--- src/hw/rtl/esmg_pkg.sv ---
// Shared types and constants for the eased servo motion generator.
package esmg_pkg;

    localparam int POS_W       = 8;
    localparam int STEP_W      = 8;
    localparam int GAIN_W      = 16;
    localparam int CFG_DATA_W  = 16;
    localparam int CFG_IDX_W   = 1;
    localparam int FRAC_W      = 16;               // Q0.16 ratio and ease value
    localparam int GAIN_FRAC_W = 12;               // Q4.12 gain
    localparam int CAL_PROD_W  = POS_W + GAIN_W;
    localparam int DIV_CNT_W   = 4;                // counts FRAC_W quotient bits
    localparam int TSQ_W       = 2 * FRAC_W;
    localparam int CUBE_F_W    = FRAC_W + 2;       // 3.0 - 2t in Q2.16
    localparam int CUBE_P_W    = TSQ_W + CUBE_F_W;
    localparam int OFF_P_W     = POS_W + FRAC_W + 1;
    localparam int OFF_W       = OFF_P_W - FRAC_W;
    localparam int SPOS_W      = POS_W + 2;

    localparam logic [GAIN_W-1:0]   CAL_GAIN_RST     = 16'd4096;
    localparam logic [STEP_W-1:0]   MOTION_STEPS_RST = 8'd50;
    localparam logic [CUBE_F_W-1:0] THREE_Q16        = 18'd196608;
    localparam logic [OFF_P_W-1:0]  ROUND_HALF_Q16   = 25'd32768;
    localparam logic [POS_W-1:0]    POS_MAX          = 8'd255;

    localparam logic [CFG_IDX_W-1:0] CFG_CAL_GAIN     = 1'd0;
    localparam logic [CFG_IDX_W-1:0] CFG_MOTION_STEPS = 1'd1;

    localparam logic CMD_TICK = 1'b0;
    localparam logic CMD_SET  = 1'b1;

    // Commands from the controller to the datapath.
    typedef struct packed {
        logic load;          // capture the accepted request
        logic cal_mul;       // form desired * gain
        logic set_desired;   // store a new desired position
        logic try_start;     // start a move if the target differs
        logic finish_move;   // land on target and end the move
        logic div_init;      // seed the step / steps divider
        logic div_step;      // one quotient bit
        logic mul_tsq;       // t * t
        logic mul_cube;      // t^2 * (3 - 2t)
        logic mul_off;       // |distance| * s + half
        logic advance;       // commit eased position and step
        logic emit;          // load the result register
    } esmg_cmd_t;

    // Status from the datapath to the controller.
    typedef struct packed {
        logic item_set;
        logic in_motion;
        logic last_step;
        logic div_last;
        logic out_free;
    } esmg_stat_t;

endpackage

--- src/hw/rtl/esmg_ctrl.sv ---
// Controller state machine: sequences decode, division, multiplies and result hand-off.
module esmg_ctrl (
    input  logic              aclk,
    input  logic              aresetn,
    input  logic              s_valid,
    output logic              s_ready,
    input  esmg_pkg::esmg_stat_t stat,
    output esmg_pkg::esmg_cmd_t  cmd
);

    typedef enum logic [3:0] {
        S_IDLE,
        S_DECODE,
        S_START,
        S_DIV,
        S_MUL_TSQ,
        S_MUL_CUBE,
        S_MUL_OFF,
        S_POS,
        S_EMIT
    } state_t;

    state_t state_reg;
    state_t state_next;
    logic   s_ready_reg;

    always_comb begin
        state_next = state_reg;
        cmd        = '0;
        case (state_reg)
            S_IDLE: begin
                if (s_valid) begin
                    cmd.load   = 1'b1;
                    state_next = S_DECODE;
                end
            end
            S_DECODE: begin
                cmd.cal_mul = 1'b1;
                if (stat.item_set) begin
                    cmd.set_desired = 1'b1;
                    state_next      = S_EMIT;
                end else if (!stat.in_motion) begin
                    state_next = S_START;
                end else if (stat.last_step) begin
                    cmd.finish_move = 1'b1;
                    state_next      = S_EMIT;
                end else begin
                    cmd.div_init = 1'b1;
                    state_next   = S_DIV;
                end
            end
            S_START: begin
                cmd.try_start = 1'b1;
                state_next    = S_EMIT;
            end
            S_DIV: begin
                cmd.div_step = 1'b1;
                if (stat.div_last) begin
                    state_next = S_MUL_TSQ;
                end
            end
            S_MUL_TSQ: begin
                cmd.mul_tsq = 1'b1;
                state_next  = S_MUL_CUBE;
            end
            S_MUL_CUBE: begin
                cmd.mul_cube = 1'b1;
                state_next   = S_MUL_OFF;
            end
            S_MUL_OFF: begin
                cmd.mul_off = 1'b1;
                state_next  = S_POS;
            end
            S_POS: begin
                cmd.advance = 1'b1;
                state_next  = S_EMIT;
            end
            S_EMIT: begin
                if (stat.out_free) begin
                    cmd.emit   = 1'b1;
                    state_next = S_IDLE;
                end
            end
            default: begin
                state_next = S_IDLE;
            end
        endcase
    end

    always_ff @(posedge aclk) begin
        if (!aresetn) begin
            state_reg   <= S_IDLE;
            s_ready_reg <= 1'b0;
        end else begin
            state_reg   <= state_next;
            s_ready_reg <= (state_next == S_IDLE);
        end
    end

    assign s_ready = s_ready_reg;

endmodule

--- src/hw/rtl/esmg_dp.sv ---
// Datapath: axis state, configuration, divider, ease multiplies and result register.
module esmg_dp (
    input  logic                                aclk,
    input  logic                                aresetn,
    input  esmg_pkg::esmg_cmd_t                 cmd,
    output esmg_pkg::esmg_stat_t                stat,
    input  logic                                s_command,
    input  logic [esmg_pkg::POS_W-1:0]          s_target_position,
    input  logic                                cfg_we,
    input  logic [esmg_pkg::CFG_IDX_W-1:0]      cfg_index,
    input  logic [esmg_pkg::CFG_DATA_W-1:0]     cfg_wdata,
    output logic                                m_valid,
    input  logic                                m_ready,
    output logic [esmg_pkg::POS_W-1:0]          m_position,
    output logic                                m_moving,
    output logic                                m_move_done
);

    logic [esmg_pkg::GAIN_W-1:0]     cal_gain_reg;
    logic [esmg_pkg::STEP_W-1:0]     motion_steps_reg;

    logic                            item_cmd_reg;
    logic [esmg_pkg::POS_W-1:0]      item_pos_reg;

    logic [esmg_pkg::POS_W-1:0]      desired_reg;
    logic [esmg_pkg::POS_W-1:0]      current_reg;
    logic [esmg_pkg::POS_W-1:0]      start_reg;
    logic [esmg_pkg::POS_W-1:0]      end_reg;
    logic [esmg_pkg::STEP_W-1:0]     step_reg;
    logic                            in_motion_reg;
    logic                            done_reg;

    logic [esmg_pkg::CAL_PROD_W-1:0] cal_prod_reg;
    logic [esmg_pkg::POS_W-1:0]      cal_target;

    logic [esmg_pkg::STEP_W-1:0]     rem_reg;
    logic [esmg_pkg::FRAC_W-1:0]     quot_reg;
    logic [esmg_pkg::DIV_CNT_W-1:0]  div_cnt_reg;
    logic [esmg_pkg::STEP_W:0]       rem_shift;
    logic                            rem_ge;

    logic [esmg_pkg::TSQ_W-1:0]      tsq_reg;
    logic [esmg_pkg::CUBE_F_W-1:0]   cube_f_reg;
    logic [esmg_pkg::CUBE_P_W-1:0]   cube_prod;
    logic [esmg_pkg::FRAC_W-1:0]     ease_reg;
    logic [esmg_pkg::POS_W+esmg_pkg::FRAC_W-1:0] off_mul;
    logic [esmg_pkg::OFF_P_W-1:0]    off_prod_reg;

    logic [esmg_pkg::STEP_W:0]       step_next;
    logic                            dist_neg;
    logic [esmg_pkg::POS_W-1:0]      dist_mag;
    logic [esmg_pkg::OFF_W-1:0]      offset;
    logic signed [esmg_pkg::SPOS_W-1:0] pos_sum;
    logic [esmg_pkg::POS_W-1:0]      pos_clamped;

    logic                            m_valid_reg;
    logic [esmg_pkg::POS_W-1:0]      m_position_reg;
    logic                            m_moving_reg;
    logic                            m_move_done_reg;

    // Calibrated target: truncate Q4.12 product, saturate to full scale.
    always_comb begin
        if (cal_prod_reg[esmg_pkg::CAL_PROD_W-1:esmg_pkg::GAIN_FRAC_W+esmg_pkg::POS_W] != '0) begin
            cal_target = esmg_pkg::POS_MAX;
        end else begin
            cal_target = cal_prod_reg[esmg_pkg::GAIN_FRAC_W +: esmg_pkg::POS_W];
        end
    end

    assign step_next = {1'b0, step_reg} + {{esmg_pkg::STEP_W{1'b0}}, 1'b1};

    // Restoring divider: low dividend bits are zero, so shift in zeros.
    assign rem_shift = {rem_reg, 1'b0};
    assign rem_ge    = (rem_shift >= {1'b0, motion_steps_reg});

    assign cube_prod = tsq_reg * cube_f_reg;

    assign dist_neg = (end_reg < start_reg);
    assign dist_mag = dist_neg ? (start_reg - end_reg) : (end_reg - start_reg);
    assign off_mul  = dist_mag * ease_reg;
    assign offset   = off_prod_reg[esmg_pkg::OFF_P_W-1:esmg_pkg::FRAC_W];

    always_comb begin
        if (dist_neg) begin
            pos_sum = $signed({2'b00, start_reg}) - $signed({1'b0, offset});
        end else begin
            pos_sum = $signed({2'b00, start_reg}) + $signed({1'b0, offset});
        end
        if (pos_sum < 0) begin
            pos_clamped = '0;
        end else if (pos_sum > $signed({2'b00, esmg_pkg::POS_MAX})) begin
            pos_clamped = esmg_pkg::POS_MAX;
        end else begin
            pos_clamped = pos_sum[esmg_pkg::POS_W-1:0];
        end
    end

    always_comb begin
        stat.item_set  = (item_cmd_reg == esmg_pkg::CMD_SET);
        stat.in_motion = in_motion_reg;
        stat.last_step = (step_next >= {1'b0, motion_steps_reg});
        stat.div_last  = (div_cnt_reg == {esmg_pkg::DIV_CNT_W{1'b1}});
        stat.out_free  = !m_valid_reg || m_ready;
    end

    // Control state and configuration.
    always_ff @(posedge aclk) begin
        if (!aresetn) begin
            cal_gain_reg     <= esmg_pkg::CAL_GAIN_RST;
            motion_steps_reg <= esmg_pkg::MOTION_STEPS_RST;
            desired_reg      <= '0;
            current_reg      <= '0;
            start_reg        <= '0;
            end_reg          <= '0;
            step_reg         <= '0;
            in_motion_reg    <= 1'b0;
            done_reg         <= 1'b0;
            m_valid_reg      <= 1'b0;
        end else begin
            if (cfg_we) begin
                case (cfg_index)
                    esmg_pkg::CFG_CAL_GAIN:     cal_gain_reg <= cfg_wdata;
                    esmg_pkg::CFG_MOTION_STEPS: motion_steps_reg <= cfg_wdata[esmg_pkg::STEP_W-1:0];
                    default: ;
                endcase
            end
            if (cmd.load) begin
                done_reg <= 1'b0;
            end
            if (cmd.set_desired) begin
                desired_reg <= item_pos_reg;
            end
            if (cmd.try_start && (cal_target != current_reg)) begin
                start_reg     <= current_reg;
                end_reg       <= cal_target;
                step_reg      <= '0;
                in_motion_reg <= 1'b1;
            end
            if (cmd.finish_move) begin
                current_reg   <= end_reg;
                step_reg      <= '0;
                in_motion_reg <= 1'b0;
                done_reg      <= 1'b1;
            end
            if (cmd.advance) begin
                current_reg <= pos_clamped;
                step_reg    <= step_next[esmg_pkg::STEP_W-1:0];
            end
            if (cmd.emit) begin
                m_valid_reg <= 1'b1;
            end else if (m_ready) begin
                m_valid_reg <= 1'b0;
            end
        end
    end

    // Payload registers.
    always_ff @(posedge aclk) begin
        if (cmd.load) begin
            item_cmd_reg <= s_command;
            item_pos_reg <= s_target_position;
        end
        if (cmd.cal_mul) begin
            cal_prod_reg <= desired_reg * cal_gain_reg;
        end
        if (cmd.div_init) begin
            rem_reg     <= step_next[esmg_pkg::STEP_W-1:0];
            quot_reg    <= '0;
            div_cnt_reg <= '0;
        end else if (cmd.div_step) begin
            rem_reg     <= rem_ge ? (rem_shift[esmg_pkg::STEP_W-1:0]
                                     - motion_steps_reg)
                                  : rem_shift[esmg_pkg::STEP_W-1:0];
            quot_reg    <= {quot_reg[esmg_pkg::FRAC_W-2:0], rem_ge};
            div_cnt_reg <= div_cnt_reg + 1'b1;
        end
        if (cmd.mul_tsq) begin
            tsq_reg    <= quot_reg * quot_reg;
            cube_f_reg <= esmg_pkg::THREE_Q16 - {1'b0, quot_reg, 1'b0};
        end
        if (cmd.mul_cube) begin
            ease_reg <= cube_prod[esmg_pkg::TSQ_W +: esmg_pkg::FRAC_W];
        end
        if (cmd.mul_off) begin
            off_prod_reg <= {{esmg_pkg::OFF_P_W-esmg_pkg::POS_W-esmg_pkg::FRAC_W{1'b0}},
                             off_mul} + esmg_pkg::ROUND_HALF_Q16;
        end
        if (cmd.emit) begin
            m_position_reg  <= cmd.finish_move ? end_reg : current_reg;
            m_moving_reg    <= in_motion_reg;
            m_move_done_reg <= done_reg;
        end
    end

    assign m_valid     = m_valid_reg;
    assign m_position  = m_position_reg;
    assign m_moving    = m_moving_reg;
    assign m_move_done = m_move_done_reg;

endmodule

--- src/hw/rtl/eased_servo_motion_generator_top.sv ---
// Top level of the eased servo motion generator: controller plus datapath.
//
//  channel  | handshake          | payload
//  ---------+--------------------+-------------------------------------------
//  s_       | s_valid / s_ready  | s_command, s_target_position
//  m_       | m_valid / m_ready  | m_position, m_moving, m_move_done
//  cfg_     | cfg_we (no wait)   | cfg_index, cfg_wdata
//
// A set request or a tick that ends a move goes from decode straight to emit,
// an idle tick passes through the start state first; a tick that advances a move
// also runs the bit-serial step/steps divider followed by three registered
// multiplies. s_ready rises together with m_valid when the result is loaded.
// One request is in work at a time; a finished result waits in the output
// register while the next request is accepted, and a stalled m_ready holds
// the next result (and s_ready) until the register frees up.
// Reset (aresetn low, synchronous) idles the axis, zeroes the axis positions,
// holds s_ready low and restores cal_gain to 1.0 and motion_steps to 50.
module eased_servo_motion_generator_top (
    input  logic                            aclk,
    input  logic                            aresetn,
    input  logic                            s_valid,
    output logic                            s_ready,
    input  logic                            s_command,
    input  logic [esmg_pkg::POS_W-1:0]      s_target_position,
    output logic                            m_valid,
    input  logic                            m_ready,
    output logic [esmg_pkg::POS_W-1:0]      m_position,
    output logic                            m_moving,
    output logic                            m_move_done,
    input  logic                            cfg_we,
    input  logic [esmg_pkg::CFG_IDX_W-1:0]  cfg_index,
    input  logic [esmg_pkg::CFG_DATA_W-1:0] cfg_wdata
);

    // Command and status link between controller and datapath.
    esmg_pkg::esmg_cmd_t  cmd;
    esmg_pkg::esmg_stat_t stat;

    // Sequence each request: decode, optional divide and multiplies, emit.
    esmg_ctrl u_ctrl (
        .aclk    (aclk),
        .aresetn (aresetn),
        .s_valid (s_valid),
        .s_ready (s_ready),
        .stat    (stat),
        .cmd     (cmd)
    );

    // Hold axis state, configuration, arithmetic and the result register.
    esmg_dp u_dp (
        .aclk              (aclk),
        .aresetn           (aresetn),
        .cmd               (cmd),
        .stat              (stat),
        .s_command         (s_command),
        .s_target_position (s_target_position),
        .cfg_we            (cfg_we),
        .cfg_index         (cfg_index),
        .cfg_wdata         (cfg_wdata),
        .m_valid           (m_valid),
        .m_ready           (m_ready),
        .m_position        (m_position),
        .m_moving          (m_moving),
        .m_move_done       (m_move_done)
    );

endmodule

--- config.mk ---
export PLATFORM = sky130hd
export DESIGN_NAME = eased_servo_motion_generator_top
export DESIGN_NICKNAME = d
export VERILOG_FILES = /design/src/hw/rtl/esmg_pkg.sv /design/src/hw/rtl/esmg_ctrl.sv /design/src/hw/rtl/esmg_dp.sv /design/src/hw/rtl/eased_servo_motion_generator_top.sv
export SDC_FILE = /design/constraint.sdc
export NUM_CORES = 2
export LEC_CHECK = 0
export ABC_AREA = 1
export BUFFER_PORTS_ARGS = -buffer_cell sky130_fd_sc_hd__buf_2
export CORE_MARGIN = 8
export CORE_UTILIZATION = 39
export CTS_CLUSTER_SIZE = 40
export DETAILED_ROUTE_END_ITERATION = 10
export PLACE_DENSITY_LB_ADDON = 0.12
export SETUP_SLACK_MARGIN = 0.5
export SLEW_MARGIN = 5
export SYNTH_ARGS = -nofsm -noshare
export SYNTH_HDL_FRONTEND = slang
export SYNTH_SLANG_ARGS = --single-unit
--- constraint.sdc ---
create_clock -name aclk -period 8.25 [get_ports aclk]
set_clock_uncertainty 0.1 [all_clocks]
set_input_delay 0.4125 -clock aclk [delete_from_list [all_inputs] [get_ports aclk]]
set_output_delay 0.4125 -clock aclk [all_outputs]
set_load 0.03 [all_outputs]
# Yosys cells after proc, flatten, opt, wreduce, memory -nomap -nowiden
# Cells that the tools add are included.
dict set report classes {
  addsub 9
  mul 4
  n_lt_le_gt_ge 5
  eq_ne 10
  n_mux 41
  bitwise 2
  reduce_logical 14
}
# op count
set ops {}
lappend ops {{2-to-1 mux 8 bit} 12}
lappend ops {{multiplier 32 x 18 -> 48 bit} 1}
lappend ops {{multiplier 8 x 16 -> 24 bit} 2}
lappend ops {{multiplier 16 x 16 -> 32 bit} 1}
lappend ops {{case mux 4 bit (8 select lines)} 1}
lappend ops {{adder 24 x 16 -> 25 bit, second input constant} 1}
lappend ops {{2-to-1 mux 4 bit} 6}
lappend ops {{subtractor 8 bit} 3}
lappend ops {{>= comparator 9 x 8 -> 1 bit} 2}
lappend ops {{subtractor 18 x 17 -> 18 bit, first input constant} 1}
lappend ops {{2-to-1 mux 1 bit} 17}
lappend ops {{equality test 4 x 3 -> 1 bit, second input constant} 4}
lappend ops {{adder 8 x 9 -> 10 bit} 1}
lappend ops {{greater-than comparator 10 x 9 -> 1 bit, second input constant} 1}
lappend ops {{< comparator 10 x 1 -> 1 bit, second input constant} 1}
lappend ops {{2-to-1 mux 10 bit} 1}
lappend ops {{subtractor 8 x 9 -> 10 bit} 1}
lappend ops {{adder 8 x 1 -> 9 bit, second input constant} 1}
lappend ops {{equality test 4 x 2 -> 1 bit, second input constant} 2}
lappend ops {{equality test 4 bit, second input constant} 2}
lappend ops {{zero test 4 bit} 2}
lappend ops {{< comparator 8 bit} 1}
lappend ops {{2-to-1 mux 2 bit} 4}
lappend ops {{inequality test 8 bit} 1}
lappend ops {{11 further kinds} 16}
dict set report totals {
  regBits 234
  output_inout_bits 12
  wordCells 110
}

# Longest topological paths before layout
dict set report depth {
  word_depth 8
  depth_mapped 33
  mapped_depth_nobuf 30
}

# Hierarchy
# From an unflattened synthesis, not the netlist that was laid out.
dict set report hier_totals {
  cells_unflattened 5477
  area_unflattened_um2 42792.3
}
# module n_inst cells_per_inst area_each_um2 seq_area_each_um2
set modules_own_cells {}
lappend modules_own_cells {esmg_dp 1 5404 42393.2 5074.9}
lappend modules_own_cells {esmg_ctrl 1 73 399.1 100.1}

# Worst setup path before layout
# OpenSTA, ideal clock, no wires.
dict set report synth_timing {
  kind {register -> register}
  startpoint {reg u_dp.quot_reg[13] (netlist bit)}
  endpoint {reg u_dp.tsq_reg[29] (netlist bit) (data pin)}
  setup_ps 252
  arrival_ps 5439
  required_ps 7898
  slack_ps 2458
  stages_incl_launch_ff 26
  path_buffers 2
  path_cell_list {dfxtp_1 > clkbuf_1 > buf_1 > nand2_1 > fa_1 > inv_1 > fa_1 > inv_1 > fa_1 > inv_1 > fa_1 > inv_1 > fa_1 > inv_1 > fa_1 > ha_1 > nand2_1 > inv_1 > nand2_1 > nor3_1 > nand4_1 > nand3_1 > a21o_1 > nand2_1 > nand3_1 > nand2_1}
}
dict set report synth_between {
  elab_chain_len 1
}
# element line_no
set synth_lines {}
lappend synth_lines {{start, declared} esmg_dp.sv:37} ;# logic [esmg_pkg::FRAC_W-1:0] quot_reg;
lappend synth_lines {{start signal, assigned} esmg_dp.sv:174} ;# quot_reg <= {quot_reg[esmg_pkg::FRAC_W-2:0], rem_ge};
lappend synth_lines {{multiplier 16 x 16 -> 32 bit} esmg_dp.sv:178} ;# tsq_reg <= quot_reg * quot_reg;
lappend synth_lines {{end signal, assigned} esmg_dp.sv:178}
lappend synth_lines {{end, declared} esmg_dp.sv:42} ;# logic [esmg_pkg::TSQ_W-1:0] tsq_reg;
# Every way passes these cells.
# A chain may end at the register's enable or synchronous reset.

# Worst setup path after layout
dict set report layout_timing {
  startpoint {reg u_dp.cube_f_reg[10] (netlist bit)}
  endpoint {reg u_dp.ease_reg[11] (netlist bit) (data pin)}
}
dict set report layout_between {
  elab_chain_len 1
}
# element line_no
set layout_lines {}
lappend layout_lines {{start, declared} esmg_dp.sv:43} ;# logic [esmg_pkg::CUBE_F_W-1:0] cube_f_reg;
lappend layout_lines {{start signal, assigned} esmg_dp.sv:179} ;# cube_f_reg <= esmg_pkg::THREE_Q16 - {1'b0, quot_reg, 1'b0};
lappend layout_lines {{multiplier 32 x 18 -> 48 bit} esmg_dp.sv:76} ;# assign cube_prod = tsq_reg * cube_f_reg;
lappend layout_lines {{via u_dp.cube_prod (one bit)} esmg_dp.sv:44} ;# logic [esmg_pkg::CUBE_P_W-1:0] cube_prod;
lappend layout_lines {{end signal, assigned} esmg_dp.sv:182} ;# ease_reg <= cube_prod[esmg_pkg::TSQ_W +: esmg_pkg::FRAC_W];
lappend layout_lines {{end, declared} esmg_dp.sv:45} ;# logic [esmg_pkg::FRAC_W-1:0] ease_reg;
# The timed path passes the listed nets, and every way through them passes these cells.

==> impl_metrics.csv <==
group,metric,value,unit
global_route,grt_pass1_wl,183000,um
die,coreArea,109000,sq um
yosys,synth_flop_cell,"edfxtp_1",
run,cap_violations,0,
routing,drt_pass1_iterations,7,
routing,route.detailed.drc,0,
clock_tree,cts_max_level,1,
hold_path,hp-start,"cfg_wdata[1]",
critical_path,required,8.47,ns
timing,tns,0,ns
clock_tree,cts_buffers,26,
power,p_seq_frac,0.114,
timing,hold_ws,0.0214,ns
yosys,yosysUniqueCellTypes,52,
finish,fin_cells,6802,
critical_path,timing.rr.start,"u_dp.cube_f_reg[10]",
critical_path,endpoint_kind,"flop",
yosys,yosysSeqAreaShare,0.121,
routing,drtAntennaViolNets,0,
power,pwr-share-clk,0.078,
place,numPortBuffers,42,
yosys,synth_edf_count,111,
global_route,grt_overflow,0,
timing,timing.final.crit_share,0.795,
clock_tree,cts_setup_buffers,0,
clock_tree,holdBufCountCts,23,
die,ios,43,
routing,initialDrtViolationCount,1650,
finish,mostFrequentLayoutCells,"inv_1, nand2_1, fa_1",
critical_path,rr_endpoint,"u_dp.ease_reg[11]",
clock_tree,clock_sinks,203,
routing,viasPerCell,4.76,
critical_path,reg2reg_slack,1.69,ns
yosys,async_flop_share,0,
clock_tree,clk_latency,0.58,ns
place,dp.cells,6731,
yosys,yosysWarnings,0,
place,dpl.hpwl,89400,um
yosys,netlist_instances,5437,
timing,fmax,152,MHz
die,die_w,347,um
routing,via_count,32400,
power,sw_frac_of_total,0.548,
clock_tree,cts_buffer_depth,3,
routing,wl_met2,50500,um
timing,rsz0062_at_grt,"false",
clock_tree,cts.clk_slew.worst_paths,0.07,ns
critical_path,crit_path_start_kind,"flop",
die,initial_utilization,0.393,
timing,hold_violations,0,
clock_tree,cts_resized,0,
place,dpl_worst_slack,1.67,ns
global_route,grt_max_degree,48,
place,gp_congestion,0.855,
critical_path,crit_type,"reg2reg",
timing,relSlewSlack,0.144,
clock_tree,cts_tree,"yes",
yosys,synth_area,42700,sq um
routing,highest_layer,"met4",
power,p_per_area,339,nW/um^2
timing,layout_min_cycle_time,6.56,ns
die,die_h,347,um
finish,drive_above_1_share,0.0312,
finish,register_area,5170,sq um
power,p_leak,25.2,nW
routing,wl,108000,um
hold_path,hold_class,"in2reg",
power,internal-power,6.95,mW
timing,setup_viol,0,
timing,slew_viol_final,0,
finish,multiInputGateArea,30900,sq um
die,dieArea,120000,sq um
timing,tightest_slew,1.28,ns
power,vdd_drop_max,0.743,mV
hold_path,min_to,"u_dp.motion_steps_reg[1]",
clock_tree,root_buffer,"clkbuf_16",
critical_path,worstPathArrival,6.78,ns
finish,layout.cells.most_common,"inv_1",
routing,post_drt_wl_per_cell,15.9,um
global_route,antenna_found_initial,0,
finish,fillCellCount,11300,
power,combPwrFrac,0.807,
finish,final_nets,6556,
global_route,grt_usage,0.184,
finish,largest_reg_flops,31,
yosys,synth.ff_latch_count,203,
finish,antenna_cells,0,
die,rows,121,
global_route,grt_pass1_vias,34500,
power,switchingPower,8.41,mW
timing,setup_slack,1.69,ns
run_status,status,"complete, no violations",
critical_path,reg2reg_depth,18,
yosys,synth.avg_cell_area,7.85,sq um
critical_path,worstPathMaxFanout,27,
routing,wirelength_met1,51600,um
routing,wl_met3,4380,um
finish,syn2layout_area_growth,6.04,%
hold_path,hold_depth,3,
## per-stage QoR
stage               power, mW  cell area (sq um)  utilization
finish                   15.4              45300        0.417
floorplan                11.3              42700            -
CTS                      15.6              45300        0.417
global placement         14.3              44100        0.406
detailed placement       14.2              44100        0.406
global route             17.6              45300        0.417
## worst max-delay path by stage
stage | start | end | slack, ns
final | u_dp.cube_f_reg[10] | u_dp.ease_reg[11] | 1.69
after global placement | u_dp.cube_f_reg[11] | u_dp.ease_reg[15] | 1.67
after floorplan | u_dp.quot_reg[13] | u_dp.tsq_reg[29] | 2.46
after detailed placement | u_dp.cube_f_reg[11] | u_dp.ease_reg[15] | 1.67
after CTS | u_dp.cube_f_reg[11] | u_dp.ease_reg[15] | 1.68
after global routing | u_dp.cube_f_reg[5] | u_dp.ease_reg[12] | 1.34
## layout make-up
type | instances | area share
clock buffer | 32 | 0.0158
clock inverter | 16 | 0.00398
inverter | 1531 | 0.127
multi-input combinational | 3495 | 0.683
sequential | 203 | 0.114
tap | 1414 | 0.0391
timing repair buffer | 111 | 0.0174
## kinds of logic (layout without fill, tap and decap cells)
kind of cell    count (synthesis)  after routing  synth area share
compound gates                435            435            0.0570
xor+xnor                      119            119            0.0248
fa+ha+maj                    1157           1157             0.475
buf+inv                      1745           1690             0.156
flops                         203            203             0.121
mux                             1              1          0.000234
other cells                     2              8          0.000176
simple gates                 1775           1775             0.166
## power by group through the flow
stage / logic [mW] / registers (mW) / clock network (mW)
5_1_grt: 14.6 / 1.77 / 1.27
4_1_cts: 12.6 / 1.76 / 1.24
3_5_place_dp: 12.4 / 1.78 / 0
6_report: 12.4 / 1.76 / 1.20
2_1_floorplan: 9.59 / 1.68 / 0
3_3_place_gp: 12.5 / 1.78 / 0
## routing by layer
| layer | vias to the layer above | track usage |
|---|---|---|
| met3 | 113 | 0.0189 |
| met1 | 16000 | 0.256 |
| met4 | 0 | 0.0342 |
| li1 | 15700 | - |
| met2 | 574 | 0.312 |
| met5 | - | 0 |
## worst max-delay path: stages, from the launching register on
cell      delay [ns]
edfxtp_1        1.20
nand2_1         0.18
fa_1            0.56
inv_1           0.05
fa_1            0.50
fa_1            0.61
fa_1            0.44
fa_1            0.50
inv_1           0.05
fa_1            0.47
inv_1           0.04
ha_1            0.35
inv_1           0.07
o21ai_0         0.13
a31oi_1         0.32
o21ai_0         0.23
a31oi_1         0.21
nand3_1         0.14
xor2_1          0.16
## synthesized netlist by cell type, drive strengths merged (92+ instances only)
library cell  count  share of area
nand2          1229           0.11
inv            1530           0.13
nor2            337          0.030
clkbuf          183          0.016
dfxtp            92          0.043
edfxtp          111          0.078
a21oi           205          0.024
xor2             93          0.019
o21ai           134          0.016
nand3           101          0.012
fa              773           0.36
ha              384           0.11
(Power assumes the default switching activity.)
